File: config.mk
export PLATFORM = sky130hd
export DESIGN_NAME = sync_length_crc32_framer
export DESIGN_NICKNAME = d
export VERILOG_FILES = /design/src/design/slcf_pkg.sv /design/src/design/slcf_front.sv /design/src/design/slcf_queue.sv /design/src/design/slcf_back.sv /design/src/design/sync_length_crc32_framer.sv
export SDC_FILE = /design/constraint.sdc
export NUM_CORES = 1
export LEC_CHECK = 0
export BUFFER_PORTS_ARGS = -buffer_cell sky130_fd_sc_hd__buf_2
export CORE_MARGIN = 5
export CORE_UTILIZATION = 60
export DETAILED_ROUTE_END_ITERATION = 8
export PLACE_DENSITY = 0.75
export SLEW_MARGIN = 25
export SYNTH_ARGS = -nofsm -noshare
export SYNTH_HDL_FRONTEND = slang
export SYNTH_SLANG_ARGS = --single-unit
File: constraint.sdc
create_clock -name clk -period 4 [get_ports clk]
set_input_delay 0.4 -clock clk [delete_from_list [all_inputs] [get_ports clk]]
set_output_delay 0.4 -clock clk [all_outputs]
set_load 0.01 [all_outputs]
File: src/design/slcf_pkg.sv
// Shared types and constants for the sync/length/CRC-32 framer.
// Used by every module of the block; depends on nothing else.
package slcf_pkg;

    localparam logic [31:0] CRC_POLY = 32'hEDB88320;
    localparam logic [31:0] CRC_INIT = 32'hFFFFFFFF;

    localparam int QDEPTH = 4;
    localparam int QPTR_W = $clog2(QDEPTH);
    localparam int QCNT_W = $clog2(QDEPTH + 1);

    localparam int CFG_IDX_W = 8;
    localparam logic [CFG_IDX_W-1:0] CFG_SYNC_FIRST  = 8'd0;
    localparam logic [CFG_IDX_W-1:0] CFG_SYNC_SECOND = 8'd1;

    localparam logic KIND_START = 1'b0;
    localparam logic KIND_DATA  = 1'b1;

    localparam int STEP_W = 3;

    typedef struct packed {
        logic        kind;
        logic [15:0] frame_length;
        logic [7:0]  payload_byte;
    } in_t;

    typedef struct packed {
        logic [7:0] wire_byte;
        logic       frame_end;
        logic       run_last;
        logic       misuse;
    } out_t;

    typedef enum logic [1:0] {
        JOB_MISUSE  = 2'd0,
        JOB_HEADER  = 2'd1,
        JOB_PAYLOAD = 2'd2
    } job_op_t;

    // One classified item as handed from the front part to the back part.
    typedef struct packed {
        job_op_t     op;
        logic [7:0]  data;
        logic [7:0]  sync_a;
        logic [7:0]  sync_b;
        logic [15:0] length;
        logic        trailer;
        logic [31:0] crc_final;
    } job_t;

    typedef struct packed {
        logic head_valid;
        logic full;
    } q_status_t;

endpackage

File: src/design/slcf_front.sv
// Front part of the framer: accepts items, tracks the frame state and the CRC,
// and pushes one classified job per item. Depends on slcf_pkg.
module slcf_front (
    input  logic             clk,
    input  logic             rst_n,
    input  logic             req_valid,
    output logic             req_ready,
    input  slcf_pkg::in_t    req_item,
    input  logic [7:0]       sync_first,
    input  logic [7:0]       sync_second,
    input  slcf_pkg::q_status_t q_status,
    output logic             push,
    output slcf_pkg::job_t   job
);
    import slcf_pkg::*;

    logic        frame_open_reg, frame_open_next;
    logic [15:0] bytes_left_reg, bytes_left_next;
    logic [31:0] crc_reg, crc_next;
    logic [31:0] crc_folded;
    logic [15:0] bytes_dec;

    function automatic logic [31:0] crc_fold(input logic [31:0] crc_in, input logic [7:0] b);
        logic [31:0] c;
        c = crc_in ^ {24'd0, b};
        for (int k = 0; k < 8; k++)
        begin
            c = c[0] ? (CRC_POLY ^ (c >> 1)) : (c >> 1);
        end
        return c;
    endfunction

    assign req_ready  = !q_status.full;
    assign push       = req_valid && req_ready;
    assign crc_folded = crc_fold(crc_reg, req_item.payload_byte);
    assign bytes_dec  = bytes_left_reg - 16'd1;

    always_comb
    begin
        frame_open_next = frame_open_reg;
        bytes_left_next = bytes_left_reg;
        crc_next        = crc_reg;

        job.op        = JOB_MISUSE;
        job.data      = req_item.payload_byte;
        job.sync_a    = sync_first;
        job.sync_b    = sync_second;
        job.length    = req_item.frame_length;
        job.trailer   = 1'b0;
        job.crc_final = 32'd0;

        if (req_item.kind == KIND_START)
        begin
            if (!frame_open_reg)
            begin
                job.op    = JOB_HEADER;
                // An empty frame closes at once; the CRC of nothing is all zeros.
                job.trailer     = (req_item.frame_length == 16'd0);
                job.crc_final   = 32'd0;
                crc_next        = CRC_INIT;
                bytes_left_next = req_item.frame_length;
                frame_open_next = (req_item.frame_length != 16'd0);
            end
        end
        else
        begin
            if (frame_open_reg)
            begin
                job.op          = JOB_PAYLOAD;
                job.trailer     = (bytes_dec == 16'd0);
                job.crc_final   = crc_folded ^ CRC_INIT;
                crc_next        = crc_folded;
                bytes_left_next = bytes_dec;
                frame_open_next = (bytes_dec != 16'd0);
            end
        end
    end

    always_ff @(posedge clk or negedge rst_n)
    begin
        if (!rst_n)
        begin
            frame_open_reg <= 1'b0;
            bytes_left_reg <= 16'd0;
            crc_reg        <= CRC_INIT;
        end
        else if (push)
        begin
            frame_open_reg <= frame_open_next;
            bytes_left_reg <= bytes_left_next;
            crc_reg        <= crc_next;
        end
    end

endmodule

File: src/design/slcf_queue.sv
// Short job queue between the front and back parts of the framer.
// Depends on slcf_pkg for the job type and depth.
module slcf_queue (
    input  logic                clk,
    input  logic                rst_n,
    input  logic                push,
    input  slcf_pkg::job_t      job_in,
    input  logic                pop,
    output slcf_pkg::job_t      head,
    output slcf_pkg::q_status_t status
);
    import slcf_pkg::*;

    job_t              slot_reg [QDEPTH];
    logic [QPTR_W-1:0] wr_ptr_reg, rd_ptr_reg;
    logic [QCNT_W-1:0] count_reg, count_next;

    assign head              = slot_reg[rd_ptr_reg];
    assign status.head_valid = (count_reg != '0);
    assign status.full       = (count_reg == QCNT_W'(QDEPTH));

    always_comb
    begin
        count_next = count_reg;
        if (push && !pop)
        begin
            count_next = count_reg + QCNT_W'(1);
        end
        else if (pop && !push)
        begin
            count_next = count_reg - QCNT_W'(1);
        end
    end

    always_ff @(posedge clk)
    begin
        if (push)
        begin
            slot_reg[wr_ptr_reg] <= job_in;
        end
    end

    always_ff @(posedge clk or negedge rst_n)
    begin
        if (!rst_n)
        begin
            wr_ptr_reg <= '0;
            rd_ptr_reg <= '0;
            count_reg  <= '0;
        end
        else
        begin
            if (push)
            begin
                wr_ptr_reg <= wr_ptr_reg + QPTR_W'(1);
            end
            if (pop)
            begin
                rd_ptr_reg <= rd_ptr_reg + QPTR_W'(1);
            end
            count_reg <= count_next;
        end
    end

endmodule

File: src/design/slcf_back.sv
// Back part of the framer: expands each queued job into its output beats
// and holds them in the output register. Depends on slcf_pkg.
module slcf_back (
    input  logic                clk,
    input  logic                rst_n,
    input  slcf_pkg::job_t      head,
    input  slcf_pkg::q_status_t q_status,
    output logic                pop,
    output logic                rsp_valid,
    input  logic                rsp_ready,
    output slcf_pkg::out_t      rsp_item
);
    import slcf_pkg::*;

    logic [STEP_W-1:0] step_reg, step_next;
    logic              out_valid_reg, out_valid_next;
    out_t              out_reg;
    out_t              beat;
    logic              advance;
    logic              last;
    logic [1:0]        crc_idx;
    logic [7:0]        crc_byte;

    assign advance = q_status.head_valid && (!out_valid_reg || rsp_ready);
    assign pop     = advance && last;

    // Header beats 4..7 and payload beats 1..4 carry the CRC, low byte first.
    always_comb
    begin
        if (head.op == JOB_HEADER)
        begin
            crc_idx = step_reg[1:0];
        end
        else
        begin
            crc_idx = 2'(step_reg - STEP_W'(1));
        end
        crc_byte = head.crc_final[8*crc_idx +: 8];
    end

    always_comb
    begin
        beat = '0;
        last = 1'b1;
        case (head.op)
            JOB_HEADER:
            begin
                case (step_reg)
                    3'd0:    beat.wire_byte = head.sync_a;
                    3'd1:    beat.wire_byte = head.sync_b;
                    3'd2:    beat.wire_byte = head.length[7:0];
                    3'd3:    beat.wire_byte = head.length[15:8];
                    default: beat.wire_byte = crc_byte;
                endcase
                last = head.trailer ? (step_reg == 3'd7) : (step_reg == 3'd3);
            end
            JOB_PAYLOAD:
            begin
                beat.wire_byte = (step_reg == 3'd0) ? head.data : crc_byte;
                last = head.trailer ? (step_reg == 3'd4) : (step_reg == 3'd0);
            end
            default:
            begin
                beat.misuse = 1'b1;
            end
        endcase
        beat.run_last  = last;
        beat.frame_end = last && head.trailer && (head.op != JOB_MISUSE);
    end

    always_comb
    begin
        step_next      = step_reg;
        out_valid_next = out_valid_reg;
        if (advance)
        begin
            step_next      = last ? '0 : step_reg + STEP_W'(1);
            out_valid_next = 1'b1;
        end
        else if (rsp_ready)
        begin
            out_valid_next = 1'b0;
        end
    end

    always_ff @(posedge clk or negedge rst_n)
    begin
        if (!rst_n)
        begin
            step_reg      <= '0;
            out_valid_reg <= 1'b0;
        end
        else
        begin
            step_reg      <= step_next;
            out_valid_reg <= out_valid_next;
        end
    end

    always_ff @(posedge clk)
    begin
        if (advance)
        begin
            out_reg <= beat;
        end
    end

    assign rsp_valid = out_valid_reg;
    assign rsp_item  = out_reg;

endmodule

File: src/design/sync_length_crc32_framer.sv
// Framer top level: two sync bytes, 16-bit length, payload, inverted CRC-32.
// The first beat of an item passes through the job queue and then into the output register.
// Throughput: one payload byte per cycle while rsp_ready holds; a start item expands into 4 beats (8 when
// empty) and a frame-closing byte into 5, paced by the single output beat register.
// Reset clears the frame state, CRC, queue, output valid and both sync registers.
// Depends on slcf_pkg, slcf_front, slcf_queue and slcf_back.
module sync_length_crc32_framer (
    input  logic                              clk,
    input  logic                              rst_n,
    input  logic                              req_valid,
    output logic                              req_ready,
    input  slcf_pkg::in_t                     req_item,
    output logic                              rsp_valid,
    input  logic                              rsp_ready,
    output slcf_pkg::out_t                    rsp_item,
    input  logic                              cfg_valid,
    output logic                              cfg_ready,
    input  logic [slcf_pkg::CFG_IDX_W-1:0]    cfg_index,
    input  logic [7:0]                        cfg_data
);
    import slcf_pkg::*;

    logic      [7:0] sync_first_reg;
    logic      [7:0] sync_second_reg;
    logic            push;
    logic            pop;
    job_t            job;
    job_t            head;
    q_status_t       q_status;

    assign cfg_ready = 1'b1;

    always_ff @(posedge clk or negedge rst_n)
    begin
        if (!rst_n)
        begin
            sync_first_reg  <= 8'd0;
            sync_second_reg <= 8'd0;
        end
        else if (cfg_valid)
        begin
            case (cfg_index)
                CFG_SYNC_FIRST:  sync_first_reg  <= cfg_data;
                CFG_SYNC_SECOND: sync_second_reg <= cfg_data;
                default:         ;
            endcase
        end
    end

    slcf_front u_front (
        .clk         (clk),
        .rst_n       (rst_n),
        .req_valid   (req_valid),
        .req_ready   (req_ready),
        .req_item    (req_item),
        .sync_first  (sync_first_reg),
        .sync_second (sync_second_reg),
        .q_status    (q_status),
        .push        (push),
        .job         (job)
    );

    slcf_queue u_queue (
        .clk    (clk),
        .rst_n  (rst_n),
        .push   (push),
        .job_in (job),
        .pop    (pop),
        .head   (head),
        .status (q_status)
    );

    slcf_back u_back (
        .clk       (clk),
        .rst_n     (rst_n),
        .head      (head),
        .q_status  (q_status),
        .pop       (pop),
        .rsp_valid (rsp_valid),
        .rsp_ready (rsp_ready),
        .rsp_item  (rsp_item)
    );

endmodule

==> results.sh <==
export IMPL_status="finished clean"
export IMPL_tritoncts="built"
export IMPL_synth_seq_cells=387
export IMPL_max_slew_margin_pct=40.7
export IMPL_port_buffers=58
export IMPL_fillerInstances=1803
export IMPL_wl_per_cell_um=24.5
export IMPL_cts_hold_buf=1
export IMPL_ios=60
export IMPL_clockBufferDepth=3
export IMPL_gr_total_overflow=0
export IMPL_rrSetupSlack_ps=720
export IMPL_clkTransAtPathRegs_ps=60
export IMPL_yosys_area_top_type="edfxtp_1"
export IMPL_drc=0
export IMPL_hold_path_depth=2
export IMPL_power_density_mw_per_mm2=910
export IMPL_drt_total_wl_um=35100
export IMPL_cp_required_ps=4460
export IMPL_cp_start_kind="flop"
export IMPL_netlist_area_sq_mm=0.0165
export IMPL_die_area_sq_mm=0.0309
export IMPL_grt_max_degree=56
export IMPL_yosys_area_share_simple_pct=5.03
export IMPL_worstPathMaxFanout=15
export IMPL_dpl_cell_count=1360
export IMPL_ys_warn_count=0
export IMPL_via_per_inst=6.41
export IMPL_yosys_top_cells_area="edfxtp_1 57%, mux4_2 10%, dfrtp_1 6.7%"
export IMPL_fin_crit_sh_pct=82.0
export IMPL_cts_num_sinks=387
export IMPL_worstMarginPinSlew_ps=889
export IMPL_grt_pass1_vias=9185
export IMPL_n_antenna_cell=0
export IMPL_fin_nets=1127
export IMPL_drive_gt1_share_pct=26.2
export IMPL_cts_buffers=40
export IMPL_synth_top_family_by_area="multiplexers"
export IMPL_p_leak_nw=6.46
export IMPL_post_dp_cell_area_sq_mm=0.0172
export IMPL_ant_nets=0
export IMPL_cts_setup_buffers=0
export IMPL_final_common_cell="edfxtp_1"
export IMPL_period_needed_ps=3280
export IMPL_globalplace_congestion=0.850
export IMPL_hold_class="primary input to flop"
export IMPL_synthCells=989
export IMPL_start_util_pct=61.0
export IMPL_clk_latency_ps=530
export IMPL_post_dp_hpwl_um=22700
export IMPL_arrival_ps=3740
export IMPL_setup_violations=0
export IMPL_maxCapViolCount=0
export IMPL_antenna_found_initial=0
export IMPL_cts_resized=0
export IMPL_largest_reg_flops=300
export IMPL_synthXorXnorAreaFrac_pct=5.38
export IMPL_setup_tns_ps=0
export IMPL_timing_fmax_mhz=305
export IMPL_area_growth_syn_to_layout_pct=12.4
export IMPL_route_vias_total=9196
export IMPL_synthDominantCellAreaShare_pct=56.7
export IMPL_finClkSkew_ps=23.0
export IMPL_std_cell_rows=60
export IMPL_grt_use_total_pct=23.3
export IMPL_final_hold_violation_count=0
export IMPL_worstSetupPathType="flop to flop"
export IMPL_regArea_sq_mm=0.0113
export IMPL_synth_mux_area_share_pct=11.7
export IMPL_endpoint_kind="flop"
export IMPL_dr_pass1_iters=5
export IMPL_ir_drop_v=0.000548
export IMPL_layout_cells_non_filler=1434
export IMPL_drtIter0Drc=867
export IMPL_grt_pass1_wl_um=54900
export IMPL_die_w_um=176
export IMPL_synth_avg_cell_area_sq_um=16.7
export IMPL_rsz0062_at_grt="false"
export IMPL_reg2regPathDepth=13
export IMPL_stdcell_area_sq_mm=0.0185
export IMPL_syn_num_nets=1054
export IMPL_finalMaxSlewViolations=0
export IMPL_die_h_um=176
export IMPL_synth_compound_area_share_pct=6.29
export IMPL_cts_htree_levels=2
export IMPL_multi_input_area_sq_mm=0.00495
export IMPL_clockRootBuffer="clkbuf_16"
export IMPL_layout_common_cells="311 x edfxtp_1, 86 x nor2_1, 75 x mux4_2, 57 x buf_2, 53 x xnor2_1"
export IMPL_yosysSeqAreaShare_pct=68.4
export IMPL_synth_fa_ha_area_share_pct=1.49
export IMPL_core_area_sq_mm=0.0270
export IMPL_yosysUniqueCellTypes=49
synth_stat cells (all sizes together):
library cell  count
o211ai            1
o31ai             2
nand3            19
mux2             20
a22oi            16
o22ai            22
o32a              1
nand2            27
a21o              2
ha               18
clkbuf           41
a211oi            1
dfrtp            44
or4b              1
and3              7
dfstp            32
mux4             75
xnor2            63
conb              1
nor4              5
a21oi            31
nor3b             1
a21boi            2
a221oi           24
nor3             10
xor2             22
and3b             1
mux2i             1
nor4b             5
nor2b             7
nor2             86
clkinv            1
edfxtp          311
o2bb2ai           1
and2              5
nand3b            1
nand2b            1
nand4             3
or4               1
o22a             20
a31oi             8
fa                1
o21ai            22
buf              13
inv              13
path summary, 6_finish.rpt:
path	end	from
worst max-delay path	u_queue.count_reg[2]	u_queue.rd_ptr_reg[0]
worst min-delay path	sync_second_reg[7]	cfg_data[7]
worst max register to register	u_queue.count_reg[2]	u_queue.rd_ptr_reg[0]
worst min register to register	u_front.crc_reg[11]	u_front.crc_reg[11]
max in group asynchronous	u_front.crc_reg[29]	rst_n
min in group asynchronous	u_front.bytes_left_reg[13]	rst_n
layer usage:
metal	vias up	wire length, um	track usage (%)
li1	4020	-	-
met1	4705	15100	36.0
met2	400	15900	33.6
met3	71	3060	5.62
met4	0	1000	6.89
met5	-	0	0
area by class of cell:
type,instances,share of cell area [%]
flip-flops and latches,387,60.9
multi-input cells,534,26.7
clock buffers,51,5.85
repair buffers,85,2.75
well taps,341,2.30
clock inverters,22,1.20
inverters,14,0.284
power by group:
group / internal (W) / switching (W) / leakage [nW]
sequential: 0.00611 / 0.000562 / 3.80
combinational: 0.00267 / 0.00385 / 2.03
clock: 0.00218 / 0.00149 / 0.633
total: 0.0110 / 0.00590 / 6.46
worst max-delay path, stage by stage, from the launching register on:
cell and delay, ps:
dfrtp_4 610, mux4_2 580, inv_1 100, ha_1 170, inv_1 60, a21oi_1 160
nand2_1 180, nand2_1 230, ha_1 230, inv_1 60, fa_1 370, xor2_1 170
nor2_1 120, xor2_1 160
cells by family (layout without fill, tap and decap cells):
| logic type | Yosys count | after routing |
|---|---|---|
| buffers and inverters | 68 | 172 |
| XOR/XNOR | 85 | 85 |
| flip-flops | 387 | 387 |
| multiplexers | 96 | 96 |
| AO/OA/AOI/OAI | 153 | 153 |
| other | 1 | 1 |
| adder cells (fa/ha/maj) | 19 | 19 |
| AND/OR/NAND/NOR | 180 | 180 |
metrics by stage:
step | setup slack (ps) | total power [W] | utilization (%) | hold slack (ps)
after floorplan | 564 | 0.0113 | - | 104
after global placement | 798 | 0.0131 | 63.7 | 450
after detailed placement | 721 | 0.0132 | 63.7 | 458
after CTS | 722 | 0.0169 | 68.6 | 103
after global routing | 474 | 0.0178 | 68.6 | 112
final | 721 | 0.0169 | 68.6 | 123
Note: power is estimated with default switching activity, not from simulation.
